`src/fwnf_pkg.sv`:
```
package fwnf_pkg;

  localparam int DecDigits   = 10;
  localparam int HexDigits   = 8;
  localparam int MaxWidthDef = 16;
  localparam int FifoDepth   = 2;

  localparam logic [7:0]  PadSpace  = 8'h20;
  localparam logic [7:0]  CharZero  = 8'h30;
  localparam logic [7:0]  CharAlpha = 8'h41;
  localparam logic [3:0]  Radix     = 4'd10;
  localparam logic [3:0]  NibMask   = 4'hf;
  // Reciprocal of ten scaled by 2^35; exact for every 32-bit dividend.
  localparam logic [31:0] RecipTen  = 32'hcccc_cccd;
  localparam int          RecipSh   = 35;

  typedef enum logic {
    KIND_DEC = 1'b0,
    KIND_HEX = 1'b1
  } kind_e;

  typedef struct packed {
    logic [DecDigits-1:0][3:0] dig;
    logic [3:0]                nsig;
    logic [4:0]                width;
    logic [7:0]                pad;
  } rec_t;

  function automatic logic [7:0] glyph(input logic [3:0] d);
    logic [7:0] c;
    if (d < Radix) begin
      c = CharZero + {4'd0, d};
    end else begin
      c = CharAlpha + {4'd0, d - Radix};
    end
    return c;
  endfunction

  function automatic logic [3:0] hex_nsig(input logic [31:0] v);
    logic [3:0] n;
    n = 4'd0;
    for (int i = 0; i < HexDigits; i++) begin
      if ((v[i*4 +: 4] & NibMask) != 4'd0) begin
        n = 4'(i + 1);
      end
    end
    return n;
  endfunction

endpackage

```
`src/fwnf_fifo.sv`:
```
module fwnf_fifo import fwnf_pkg::*; #(
  parameter int DEPTH = FifoDepth
) (
  input  logic                       clk_i,
  input  logic                       rst_ni,
  input  rec_t                       wr_data_i,
  input  logic                       wr_valid_i,
  output logic                       wr_ready_o,
  output rec_t                       rd_data_o,
  output logic                       rd_valid_o,
  input  logic                       rd_ready_i,
  output logic [$clog2(DEPTH+1)-1:0] count_o
);

  localparam int AW = $clog2(DEPTH);
  localparam int CW = $clog2(DEPTH + 1);

  rec_t          mem_q [DEPTH];
  logic [AW-1:0] wr_q, rd_q;
  logic [CW-1:0] cnt_q;
  logic          push, pop;

  assign wr_ready_o = (cnt_q != CW'(DEPTH));
  assign rd_valid_o = (cnt_q != '0);
  assign rd_data_o  = mem_q[rd_q];
  assign count_o    = cnt_q;
  assign push       = wr_valid_i && wr_ready_o;
  assign pop        = rd_valid_o && rd_ready_i;

  always_ff @(posedge clk_i or negedge rst_ni) begin
    if (!rst_ni) begin
      wr_q  <= '0;
      rd_q  <= '0;
      cnt_q <= '0;
    end else begin
      if (push) begin
        wr_q <= (wr_q == AW'(DEPTH - 1)) ? '0 : wr_q + AW'(1);
      end
      if (pop) begin
        rd_q <= (rd_q == AW'(DEPTH - 1)) ? '0 : rd_q + AW'(1);
      end
      if (push && !pop) begin
        cnt_q <= cnt_q + CW'(1);
      end else if (pop && !push) begin
        cnt_q <= cnt_q - CW'(1);
      end
    end
  end

  always_ff @(posedge clk_i) begin
    if (push) begin
      mem_q[wr_q] <= wr_data_i;
    end
  end

endmodule

```
`config.mk`:
```
export PLATFORM = sky130hd
export DESIGN_NAME = fwnf_fifo
export DESIGN_NICKNAME = d
export VERILOG_FILES = /design/src/fwnf_pkg.sv /design/src/fwnf_fifo.sv
export SDC_FILE = /design/constraint.sdc
export NUM_CORES = 1
export LEC_CHECK = 0
export BUFFER_PORTS_ARGS = -buffer_cell sky130_fd_sc_hd__buf_2
export CAP_MARGIN = 30
export CORE_UTILIZATION = 45
export DETAILED_ROUTE_END_ITERATION = 7
export PLACE_DENSITY = 0.7
export SKIP_LAST_GASP = 1
export SLEW_MARGIN = 40
export SYNTH_ARGS = -nofsm -noshare
export SYNTH_HDL_FRONTEND = slang
export SYNTH_SLANG_ARGS = --single-unit
```
`constraint.sdc`:
```
create_clock -name clk_i -period 4.5 [get_ports clk_i]
set_input_delay 0.675 -clock clk_i [delete_from_list [all_inputs] [get_ports clk_i]]
set_output_delay 0.675 -clock clk_i [all_outputs]
set_load 0.1 [all_outputs]
```
==> results by group <==
Timing
  • RSZ-0062 raised after global routing: false
  • Max-slew headroom: 0.586
  • Max Transition Viols Final: 0
  • Hold Vio Cnt, Final: 0
  • Worst slew pin tran: 0.621 ns
  • Skew final: 0.00635 ns
  • Final TNS setup: 0 ns
  • Final setup fails: 0
  • Fin crit period: 3.19 ns
  • WHS: 0.363 ns
  • Final Cycle Share: 0.710
  • Peak Freq: 0.313 GHz

Final layout
  • Cell Count, Final, Fillers Out: 474
  • P&R area growth vs syn: 31.0%
  • Post-route cell area: 5740 um^2
  • Layout cells sized above 1: 0.620
  • Number of antenna diodes: 0
  • Fill cell count: 693
  • # nets final: 395

Route
  • Initial detailed-routing violation count: 70
  • Via count: 2212
  • Wire per inst: 15.4 um
  • Final wirelength: 7.32 mm
  • Vias per cell: 4.67
  • Post-route ant nets: 0
  • Post-route DRC: 0
  • Detailed Routing Iterations Pass 1: 6

GRT
  • Number of global-route vias before repair: 2288
  • GRT overflow: 0
  • Antenna violations before repair: 0
  • Global-route usage over all layers: 0.154
  • First-pass GRT wire length: 10.9 mm
  • Largest net degree at the start of global routing: 40

Hold path
  • Worst min path class: in -> reg
  • Hold endpoint: mem_q[1][52]
  • Hold Crit Start: wr_data_i[52]
  • Worst hold path cell count: 1

Setup path
  • Worst R2R End: mem_q[0][51]
  • FF-to-FF Start: count_o[0]
  • CP required: 3.83 ns
  • Worst-path maximum fanout: 38
  • CP max stage cell: dfrtp_2
  • R2R cell count: 4
  • CP Capture Type: output port
  • Largest stage delay on the critical path: 0.69 ns
  • WS Path Type: reg -> out
  • FF-to-FF setup slack: 2.33 ns
  • Crit start category: register
  • Arrival @ worst endpoint: 2.52 ns
  • Worst path cell trace: buf_4 -> mux2_2 -> buf_2

Synth
  • Cells after Synth: 195
  • Synthesis-stage register bit count: 118
  • Synthesized Nets: 257
  • Sequential cell area fraction in the yosys report: 0.804
  • Cell area after synthesis: 4380 um^2
  • Synthesized area per cell: 22.5 um^2
  • Synth cell types: 15
  • Yosys warns: 0

Placed design
  • Routability congestion estimate: 0.647
  • DP HPWL: 4.70 mm
  • Number of port buffers: 121
  • Inst Count DP: 442
  • Area after DPL: 5130 um^2

Clock tree
  • CTS Root Cell: clkbuf_8
  • Longest Clk Path Bufs: 2
  • # H-tree levels: 4
  • Clock Latency Late Sink: 0.50 ns
  • CTS tree: done
  • Reg clk slew, reported paths: 0.06 ns
  • Cts repair resizes: 0
  • CTS buffer count: 17
  • Clk sinks: 118

Die
  • Initial Util: 0.470
  • Io pins: 122
  • Core area: 9330 um^2
  • Rows: 35
  • Die W: 101 um
  • Die ar.: 10100 um^2
  • Vert. Die Dim: 101 um

Run
  • Max Cap Viol: 0

Run status
  • Outcome: finished clean
[through the flow]
| step | utilization | setup slack, ns |
|---|---|---|
| after floorplan | - | 0.425 |
| after global placement | 0.550 | 1.78 |
| after detailed placement | 0.550 | 1.76 |
| after CTS | 0.616 | 1.22 |
| final | 0.616 | 1.31 |
| after global routing | 0.616 | 1.15 |
[flip-flops by register name, summed over array words and instances (netlist names)]
signal   count
count_o      2
wr_q         1
mem_q      114
rd_q         1
[logic make-up (layout without fill, tap and decap cells)]
group                      Yosys count  in the layout  synth area share
DFF                                118            118             0.804
muxes                               57             57             0.164
and+or+nand+nor                      7              7           0.00771
buffers and inverters                7            157            0.0120
xor gates and xnor gates             5              5           0.00999
adders and majority gates            1              1           0.00285
[worst max-delay path by stage]
stage | from | endpoint | cells past startpoint
after floorplan | count_o[0] | mem_q[0][0] | 3
after global placement | rd_q | rd_data_o[29] | 3
after detailed placement | rd_q | rd_data_o[42] | 3
after CTS | rd_q | rd_data_o[42] | 3
after global routing | rd_q | rd_data_o[36] | 3
final | rd_q | rd_data_o[42] | 3
[metal layers]
layer / track usage / part of all wire
met5: 0 / 0
met2: 0.258 / 0.50
met3: 0.0707 / 0.063
met4: 0.0702 / 0.0082
met1: 0.168 / 0.42
[cells in the mapped netlist]
library cell,instances,area share
and3_1,1,0.0014
buf_2,3,0.0034
buf_6,3,0.0077
dfrtp_1,4,0.023
edfxtp_1,114,0.78
ha_1,1,0.0029
inv_1,1,0.00086
mux2_2,37,0.095
mux2_4,20,0.069
nand2_1,2,0.0017
nand2b_1,1,0.0014
nor2_1,2,0.0017
or2_2,1,0.0014
xnor2_1,3,0.0060
xor2_1,2,0.0040
[final cells by class]
class	count	area (um^2)	area share
sequential	118	3520	0.614
tap	129	161	0.0281
clock inverter	14	184	0.0320
timing repair buffer	125	638	0.111
inverter	1	3.75	0.000654
clock buffer	17	414	0.0721
multi-input combinational	70	816	0.142
[what timing repair did]
action	CTS	global route
hold buffers	1	0
hold endpoints to repair	4	0
setup buffers	0	0
[worst max-delay path, delay by kind of cell, from the launching register on]
family   cells  cell delay, ns
buf+inv      2            0.89
flops        1            0.69
mux          1            0.41
[placed cells by master (no fill, tap or decap), types with 3 or more instances in the layout]
cell	instances
bufinv_16	4
buf_4	3
buf_2	121
clkbuf_16	16
mux2_2	37
clkinv_2	3
edfxtp_1	114
mux2_4	20
dfrtp_1	3
xnor2_1	3
Power is left out: the tool's default activity adds up to more than one toggle a clock period on the data nets, which glitch-free logic cannot reach.
