File: src/fwnf_pkg.sv
package fwnf_pkg;

  localparam int DecDigits   = 10;
  localparam int HexDigits   = 8;
  localparam int MaxWidthDef = 16;
  localparam int FifoDepth   = 2;

  localparam logic [7:0]  PadSpace  = 8'h20;
  localparam logic [7:0]  CharZero  = 8'h30;
  localparam logic [7:0]  CharAlpha = 8'h41;
  localparam logic [3:0]  Radix     = 4'd10;
  localparam logic [3:0]  NibMask   = 4'hf;
  // Reciprocal of ten scaled by 2^35; exact for every 32-bit dividend.
  localparam logic [31:0] RecipTen  = 32'hcccc_cccd;
  localparam int          RecipSh   = 35;

  typedef enum logic {
    KIND_DEC = 1'b0,
    KIND_HEX = 1'b1
  } kind_e;

  typedef struct packed {
    logic [DecDigits-1:0][3:0] dig;
    logic [3:0]                nsig;
    logic [4:0]                width;
    logic [7:0]                pad;
  } rec_t;

  function automatic logic [7:0] glyph(input logic [3:0] d);
    logic [7:0] c;
    if (d < Radix) begin
      c = CharZero + {4'd0, d};
    end else begin
      c = CharAlpha + {4'd0, d - Radix};
    end
    return c;
  endfunction

  function automatic logic [3:0] hex_nsig(input logic [31:0] v);
    logic [3:0] n;
    n = 4'd0;
    for (int i = 0; i < HexDigits; i++) begin
      if ((v[i*4 +: 4] & NibMask) != 4'd0) begin
        n = 4'(i + 1);
      end
    end
    return n;
  endfunction

endpackage

File: src/fwnf_if.sv


interface fwnf_out_if;
  logic       valid;
  logic       ready;
  logic [7:0] ch;
  logic       last;

  modport source (output valid, ch, last, input ready);
  modport sink   (input valid, ch, last, output ready);
endinterface

File: src/fwnf_back.sv
module fwnf_back import fwnf_pkg::*; (
  input  logic        clk_i,
  input  logic        rst_ni,
  input  rec_t        rec_i,
  input  logic        rec_valid_i,
  output logic        rec_ready_o,
  fwnf_out_if.source  out_o
);

  logic       have_q, have_d;
  logic [4:0] k_q, k_d;
  rec_t       cur_q, cur_d;
  logic       oval_q, oval_d;
  logic [7:0] ch_q, ch_d;
  logic       last_q, last_d;

  logic       out_ld, emit, is_last, fin, pop;
  logic [4:0] j;
  logic [7:0] chr;

  assign out_ld  = !oval_q || out_o.ready;
  assign emit    = have_q && (cur_q.width != 5'd0) && out_ld;
  assign is_last = (k_q == cur_q.width - 5'd1);
  assign fin     = have_q && ((cur_q.width == 5'd0) || (emit && is_last));
  assign pop     = rec_valid_i && (!have_q || fin);
  assign rec_ready_o = !have_q || fin;

  // Position counted from the right; beyond the significant digits it is padding.
  assign j   = cur_q.width - 5'd1 - k_q;
  assign chr = (j < {1'b0, cur_q.nsig}) ? glyph(cur_q.dig[j[3:0]]) : cur_q.pad;

  assign out_o.valid = oval_q;
  assign out_o.ch    = ch_q;
  assign out_o.last  = last_q;

  always_comb begin
    have_d = have_q;
    k_d    = k_q;
    cur_d  = cur_q;
    oval_d = oval_q;
    ch_d   = ch_q;
    last_d = last_q;
    if (out_ld) begin
      oval_d = emit;
    end
    if (emit) begin
      ch_d   = chr;
      last_d = is_last;
      k_d    = k_q + 5'd1;
    end
    if (pop) begin
      have_d = 1'b1;
      cur_d  = rec_i;
      k_d    = 5'd0;
    end else if (fin) begin
      have_d = 1'b0;
    end
  end

  always_ff @(posedge clk_i or negedge rst_ni) begin
    if (!rst_ni) begin
      have_q <= 1'b0;
      oval_q <= 1'b0;
    end else begin
      have_q <= have_d;
      oval_q <= oval_d;
    end
  end

  always_ff @(posedge clk_i) begin
    k_q    <= k_d;
    cur_q  <= cur_d;
    ch_q   <= ch_d;
    last_q <= last_d;
  end

endmodule

File: src/flat_wrapper.sv
// flat-port wrapper written by rule: the top's interface ports become plain ports
module fwnf_back_flat import fwnf_pkg::*;
  (clk_i, rst_ni, rec_i, rec_valid_i, rec_ready_o, out_o_valid, out_o_ch, out_o_last, out_o_ready);
  fwnf_out_if out_o_i ();
  input  logic clk_i;
  input  logic rst_ni;
  input  rec_t rec_i;
  input  logic rec_valid_i;
  output logic rec_ready_o;
  output wire logic [$bits(out_o_i.valid)-1:0] out_o_valid;
  output wire logic [$bits(out_o_i.ch)-1:0] out_o_ch;
  output wire logic [$bits(out_o_i.last)-1:0] out_o_last;
  input wire logic [$bits(out_o_i.ready)-1:0] out_o_ready;
  assign out_o_valid = out_o_i.valid;
  assign out_o_ch = out_o_i.ch;
  assign out_o_last = out_o_i.last;
  assign out_o_i.ready = out_o_ready;
  fwnf_back u_core (.clk_i(clk_i), .rst_ni(rst_ni), .rec_i(rec_i), .rec_valid_i(rec_valid_i), .rec_ready_o(rec_ready_o), .out_o(out_o_i));
endmodule
File: config.mk
export PLATFORM = sky130hd
export DESIGN_NAME = fwnf_back_flat
export DESIGN_NICKNAME = d
export VERILOG_FILES = /design/src/fwnf_pkg.sv /design/src/fwnf_if.sv /design/src/fwnf_back.sv /design/src/flat_wrapper.sv
export SDC_FILE = /design/constraint.sdc
export NUM_CORES = 1
export LEC_CHECK = 0
export ABC_AREA = 1
export BUFFER_PORTS_ARGS = -buffer_cell sky130_fd_sc_hd__buf_2
export CAP_MARGIN = 5
export CORE_AREA = 3 3 96 98
export CTS_BUF_LIST = sky130_fd_sc_hd__clkbuf_2 sky130_fd_sc_hd__clkbuf_4 sky130_fd_sc_hd__clkbuf_8
export DETAILED_ROUTE_END_ITERATION = 10
export DIE_AREA = 0 0 99 101
export PLACE_DENSITY = 0.7
export REMOVE_ABC_BUFFERS = 1
export SYNTH_ARGS = -nofsm -noshare
export SYNTH_HDL_FRONTEND = slang
export SYNTH_SLANG_ARGS = --single-unit
File: constraint.sdc
create_clock -name clk_i -period 3.9 [get_ports clk_i]
set_input_delay 0.195 -clock clk_i [delete_from_list [all_inputs] [get_ports clk_i]]
set_output_delay 0.195 -clock clk_i [all_outputs]
set_load 0.02 [all_outputs]
==> impl_metrics.yaml, run 1 <==
setup_path:
  r2r-start: "u_core.cur_q[8]$_DFFE_PP_"
  rr_endpoint: "u_core.out_o.ch[6]$_DFFE_PN_"
  cp.required_ns: 4.01
  ff2ff_setup_slack_ns: 0.74
  reg2reg_depth: 13
  crit_type: "reg -> reg"
  crit_path_start_kind: "flop"
  critPathArrivalTime_ns: 3.27
  endpoint_kind: "flop"
  cp_max_fo: 11
global_routing:
  grt_first_pass_wirelength_um: 11100
  track_usage: 0.142
  antenna_found_initial: 0
  overflow: 0
  grt_max_degree: 61
  grt_pass1_vias: 2422
place:
  io_buffers: 71
  place_hpwl_um: 4430
  placed_cell_area_um2: 3840
  place_inst: 482
  gp_congestion: 0.862
sta:
  hold_viol_final: 0
  final-max-slew-violation-count: 0
  tns_ns: 0
  min_period_ns: 3.16
  max_freq_mhz: 317
  skew_ns: 0.0108
  setup_viol: 0
  worstMarginPinSlew_ns: 0.604
  fin_crit_sh: 0.810
  slew_headroom: 0.597
  grt_setup_unrepaired: "no"
drt:
  route.vias.total: 2430
  routed_wl_um: 6520
  drt-wirelength-per-cell_um: 12.3
  avgViaCountPerCell: 4.58
  first_pass_iters: 5
  ant_nets: 0
  route.detailed.drc: 0
  drt_iter0_drc: 84
clocking:
  post_cts_buffers: 0
  numCtsBuffers: 9
  clock_sink_count: 73
  cts_root_buffer: "clkbuf_8"
  hold_buffers: 29
  htree_levels: 3
  cts.path.max_buffers: 2
  clk_latency_ns: 0.36
  cts_resized: 0
  clk_pin_slew_ns: 0.08
  cts_tree: "done"
synth:
  yosys_most_used_dff: "edfxtp_1"
  seq_area_frac_synth: 0.638
  yosysUniqueCellTypes: 29
  ys_warn_count: 0
  synth_edf_count: 66
  avgSynthCellArea_um2: 11.0
  netlist_instances: 305
  synth_seq_cells: 73
  synth_area_um2: 3340
  synth-async-reset-ratio: 0.0274
floorplanning:
  rows: 34
  die_area_um2: 10000
  die_h_um: 101
  die_w_um: 99
  core_area_um2: 8550
  ios: 72
  initial_core_util: 0.391
min_path:
  holdCritStartpoint: "rec_i[28]"
  min_to: "u_core.cur_q[28]$_DFFE_PP_"
  hp-class: "in -> reg"
  hold-path-cell-count: 1
run_status:
  status: "completed"
finish:
  area_growth_pct: 32.1
  fin_nets: 490
  n_antenna_cell: 0
  final_area_um2: 4410
  drive_gt1_frac: 0.275
  fin_cells: 530
pwr:
  power_density_nw_per_um2: 869
  vdd_drop_max_uv: 370
  power_leakage_nw: 1.92
flow_run:
  maxCapViolCount: 0
-- area by class of cell --
| type | instances | area (µm²) |
|---|---|---|
| Fill cell | 759 | 4140 |
| Sequential cell | 73 | 2130 |
| Multi-Input combinational cell | 199 | 1080 |
| Timing Repair Buffer | 107 | 718 |
| Tap cell | 108 | 135 |
| Clock buffer | 10 | 131 |
| Clock inverter | 6 | 115 |
| Inverter | 27 | 101 |
-- flip-flops by register name, summed over array words and instances, names as in the netlist --
register            count
u_core.out_o.ch         8
u_core.out_o.valid      1
u_core.cur_q           57
u_core.out_o.last       1
u_core.have_q           1
u_core.k_q              5
-- cells in the final DEF, fill, tap and decap left out, drive strengths merged --
cell         netlist  final
inv               27     28
edfxtp            66     66
bufinv             0      3
buf                5     75
or2                1      1
nor3               2      2
nor2              13     13
nand4              3      3
dfrtp              2      2
dlygate4sd3        0     32
xor2               5      5
ha                11     11
o21ai              5      5
a21oi             11     11
dfxtp              5      5
o21a               1      1
nand3             34     34
o21bai             1      1
xnor2              1      1
and3               1      1
clkbuf             1     10
clkinvlp           0      1
clkinv             0      1
fa                 1      1
nand2            109    109
-- critical path, cell delays in order (launching register included) --
cell and delay, ns:
edfxtp_1 0.41, inv_1 0.10, ha_1 0.26, fa_1 0.47
buf_4 0.19, inv_1 0.28, ha_1 0.31, a21oi_1 0.15
o21bai_1 0.08, a21oi_1 0.13, nand2_1 0.18, inv_2 0.18
nand2_2 0.08, o21a_1 0.10
-- how the worst max path moves through the flow --
stage	startpoint	end	slack (ns)	cells after the start
after floorplan	u_core.cur_q[8]$_DFFE_PP_	u_core.cur_q[0]$_DFFE_PP_	0.36	11
after global placement	u_core.cur_q[8]$_DFFE_PP_	u_core.out_o.ch[6]$_DFFE_PN_	0.82	13
after detailed placement	u_core.cur_q[8]$_DFFE_PP_	u_core.out_o.ch[6]$_DFFE_PN_	0.74	13
after CTS	u_core.cur_q[8]$_DFFE_PP_	u_core.out_o.ch[6]$_DFFE_PN_	0.72	13
after global routing	u_core.cur_q[8]$_DFFE_PP_	u_core.out_o.ch[6]$_DFFE_PN_	0.50	13
final	u_core.cur_q[8]$_DFFE_PP_	u_core.out_o.ch[6]$_DFFE_PN_	0.74	13
-- where the power goes --
part,switching [W],internal [W],leakage [nW]
Clock,0.000291,0.000435,0.121
Sequential,0.0000628,0.00109,0.673
Combinational,0.00127,0.000682,1.13
Total,0.00162,0.00221,1.92
-- synth_stat cells, types with 4 or more instances --
cell / n / area share
nor2_1: 12 / 0.013
nand2_4: 6 / 0.020
xor2_1: 4 / 0.010
nand2_1: 98 / 0.11
ha_1: 11 / 0.041
a21oi_1: 10 / 0.015
buf_2: 5 / 0.0075
inv_1: 24 / 0.027
edfxtp_1: 66 / 0.59
nand3_2: 5 / 0.015
nand2_2: 5 / 0.0094
nand3_1: 29 / 0.043
o21ai_0: 4 / 0.0060
dfxtp_1: 5 / 0.030
-- stage by stage --
stage                util  setup WS [ns]  total power, W  hold slack [ns]
finish              0.516          0.742         0.00383           0.0165
global route        0.516          0.504         0.00418        -0.000176
CTS                 0.512          0.720         0.00386         0.000486
detailed placement  0.450          0.738         0.00311          -0.0147
global placement    0.450          0.824         0.00304          -0.0157
floorplan               -          0.356         0.00266           -0.101
-- per-layer routing --
| layer | track usage | vias to the layer above | wire, µm | share of wire |
|---|---|---|---|---|
| met3 | 0.0450 | 8 | 408 | 0.063 |
| li1 | - | 1251 | - | - |
| met2 | 0.238 | 66 | 3300 | 0.51 |
| met4 | 0.0536 | 0 | 110 | 0.017 |
| met1 | 0.171 | 1105 | 2710 | 0.41 |
| met5 | 0 | - | 0 | 0 |
-- logic make-up (layout without fill, tap and decap cells) --
group | after synthesis | in the layout | share of synthesized area
adders and majority gates | 12 | 12 | 0.0472
buffers and inverters | 33 | 150 | 0.0389
xor gates and xnor gates | 6 | 6 | 0.0202
AOI/OAI and AO/OA | 18 | 18 | 0.0296
DFF | 73 | 73 | 0.638
and+or+nand+nor | 163 | 163 | 0.226
(Power assumes the default switching activity.)
==> run 2: changes to the inputs <==
- PLACE_DENSITY: 0.7 -> 0.73
- clock period: 3.9 -> 2.66 ns (I/O delays scaled with it)
==> run 2 against run 1 <==
Largest cell class unchanged. Critical path depth stayed put. Highest routed layer unchanged. Largest power group unchanged. Power is 67% higher. The flow now finishes with violations (negative setup slack). Routed wire length is 23% higher. Critical path type unchanged. Critical endpoint is now u_core.out_o.ch[1]$_DFFE_PN_. Final area is 14% higher. Clock power is 8.8% higher.
==> impl_metrics.yaml, run 2 (synthesis gave the netlist of run 1 again) <==
min_path:
  hp-class: "in -> reg"
  hold-path-cell-count: 3
  holdCritStartpoint: "rec_valid_i"
  min_to: "u_core.have_q$_DFFE_PN0P_"
setup_path:
  ff2ff_setup_slack_ns: -0.08
  crit_type: "reg -> reg"
  endpoint_kind: "flop"
  reg2reg_depth: 13
  critPathArrivalTime_ns: 2.84
  r2r-start: "u_core.cur_q[9]$_DFFE_PP_"
  rr_endpoint: "u_core.out_o.ch[1]$_DFFE_PN_"
  crit_path_start_kind: "flop"
  cp_max_fo: 7
  cp.required_ns: 2.76
drt:
  drt_iter0_drc: 57
  ant_nets: 0
  first_pass_iters: 4
  route.detailed.drc: 0
  drt-wirelength-per-cell_um: 13.7
  route.vias.total: 2679
  routed_wl_um: 8010
  avgViaCountPerCell: 4.58
run_status:
  violations: "negative setup slack"
  status: "finished with violations"
global_routing:
  grt_util_met3: 0.0443
  grt_pass1_vias: 2815
  overflow: 0
  track_usage: 0.163
  antenna_found_initial: 0
  grt_first_pass_wirelength_um: 12700
  grt_max_degree: 61
  top_usage_layer: "met2"
  grtUsageMet1: 0.174
  use_met2: 0.312
finish:
  fin_nets: 545
  largest_register_ffs: 57
  fin_cells: 585
  layout_commonest_cell: "nand2_1"
  n_antenna_cell: 0
  mostFrequentLayoutCells: "nand2_1 (94), buf_2 (71), edfxtp_1 (66)"
  drive_gt1_frac: 0.350
  area_growth_pct: 50.6
  final_area_um2: 5030
  regMostFlops: "u_core.cur_q"
place:
  dp_slack_ns: -0.100
  place_inst: 502
  gp_congestion: 0.812
  io_buffers: 71
  place_hpwl_um: 4580
  placed_cell_area_um2: 4010
clocking:
  clk_latency_ns: 0.35
  cts_root_buffer: "clkbuf_8"
  clock_sink_count: 73
  clk_pin_slew_ns: 0.07
  cts.path.max_buffers: 2
  cts_tree: "done"
  numCtsBuffers: 9
  htree_levels: 3
sta:
  max_freq_mhz: 365
  skew_ns: 0.0128
  slew_headroom: 0.719
  min_period_ns: 2.74
  finalWorstSetupSlack_ns: -0.0771
  fin_crit_sh: 1.03
  worstMarginPinSlew_ns: 0.420
  hold_viol_final: 0
  setup_viol: 8
  hold_ws_ns: 0.0573
  grt_setup_unrepaired: "yes"
  final-max-slew-violation-count: 0
floorplanning:
  initial_core_util: 0.391
  rows: 34
  ios: 72
  die_h_um: 101
  die_area_um2: 10000
  die_w_um: 99
  core_area_um2: 8550
flow_run:
  maxCapViolCount: 0
pwr:
  vdd_drop_max_uv: 615
  total_power_w: 0.00640
  power_density_nw_per_um2: 1270
  power_leakage_nw: 2.17
==> run 2: where the power goes <==
group / total (W) / leakage (nW) / switching, W / internal (W)
Sequential: 0.00170 / 0.673 / 0.0000962 / 0.00160
Combinational: 0.00391 / 1.41 / 0.00218 / 0.00173
Clock: 0.000790 / 0.0909 / 0.000430 / 0.000360
Total: 0.00640 / 2.17 / 0.00271 / 0.00369
==> run 2: worst max-delay path by stage <==
stage / from / end / slack [ns] / depth (start not counted)
after floorplan: u_core.cur_q[8]$_DFFE_PP_ / u_core.cur_q[0]$_DFFE_PP_ / -0.88 / 11
after global placement: u_core.cur_q[8]$_DFFE_PP_ / u_core.out_o.ch[6]$_DFFE_PN_ / -0.05 / 14
after detailed placement: u_core.cur_q[8]$_DFFE_PP_ / u_core.out_o.ch[2]$_DFFE_PN_ / -0.10 / 16
after CTS: u_core.cur_q[9]$_DFFE_PP_ / u_core.out_o.ch[6]$_DFFE_PN_ / -0.05 / 14
after global routing: u_core.cur_q[8]$_DFFE_PP_ / u_core.out_o.ch[3]$_DFFE_PN_ / -0.15 / 12
final: u_core.cur_q[9]$_DFFE_PP_ / u_core.out_o.ch[1]$_DFFE_PN_ / -0.08 / 13
==> run 2: routing by layer <==
metal  share of wire  up-vias  routed length (µm)
met4           0.014        0                 112
met5               0        -                   0
met1            0.38     1234                3020
met2            0.56       62                4520
li1                -     1369                   -
met3           0.045       14                 359
==> run 2: critical path, stage by stage, from the launching register on <==
cell      delay (ns)
edfxtp_1        0.45
inv_2           0.13
ha_4            0.21
fa_2            0.57
inv_2           0.07
ha_1            0.29
a21oi_2         0.05
o21bai_1        0.18
a21oi_2         0.09
nand2_2         0.12
inv_4           0.06
buf_4           0.13
nand3_1         0.07
nand2_1         0.06
==> run 2: what timing repair did <==
action / CTS / global route
endpoints found under the hold margin: 60 / 0
hold buffers: 59 / 0
cloned: 0 / 3
setup endpoints to repair: 8 / 68
pin swaps: 11 / 7
gates resized for setup: 13 / 21
buffers inserted: 2 / 3
==> run 2: cell type report <==
class	instances	area [µm²]
Sequential cell	73	2130
Multi-Input combinational cell	199	1200
Timing Repair Buffer	162	1270
Tap cell	108	135
Clock buffer	10	131
Fill cell	687	3520
Clock inverter	6	51.3
Inverter	27	109
==> run 2: stage by stage <==
step | TNS [ns] | utilization
after global placement | -0.197 | 0.469
after CTS | -0.100 | 0.568
final | -0.394 | 0.589
after detailed placement | -0.449 | 0.469
after floorplan | -53.59 | -
after global routing | -1.98 | 0.589
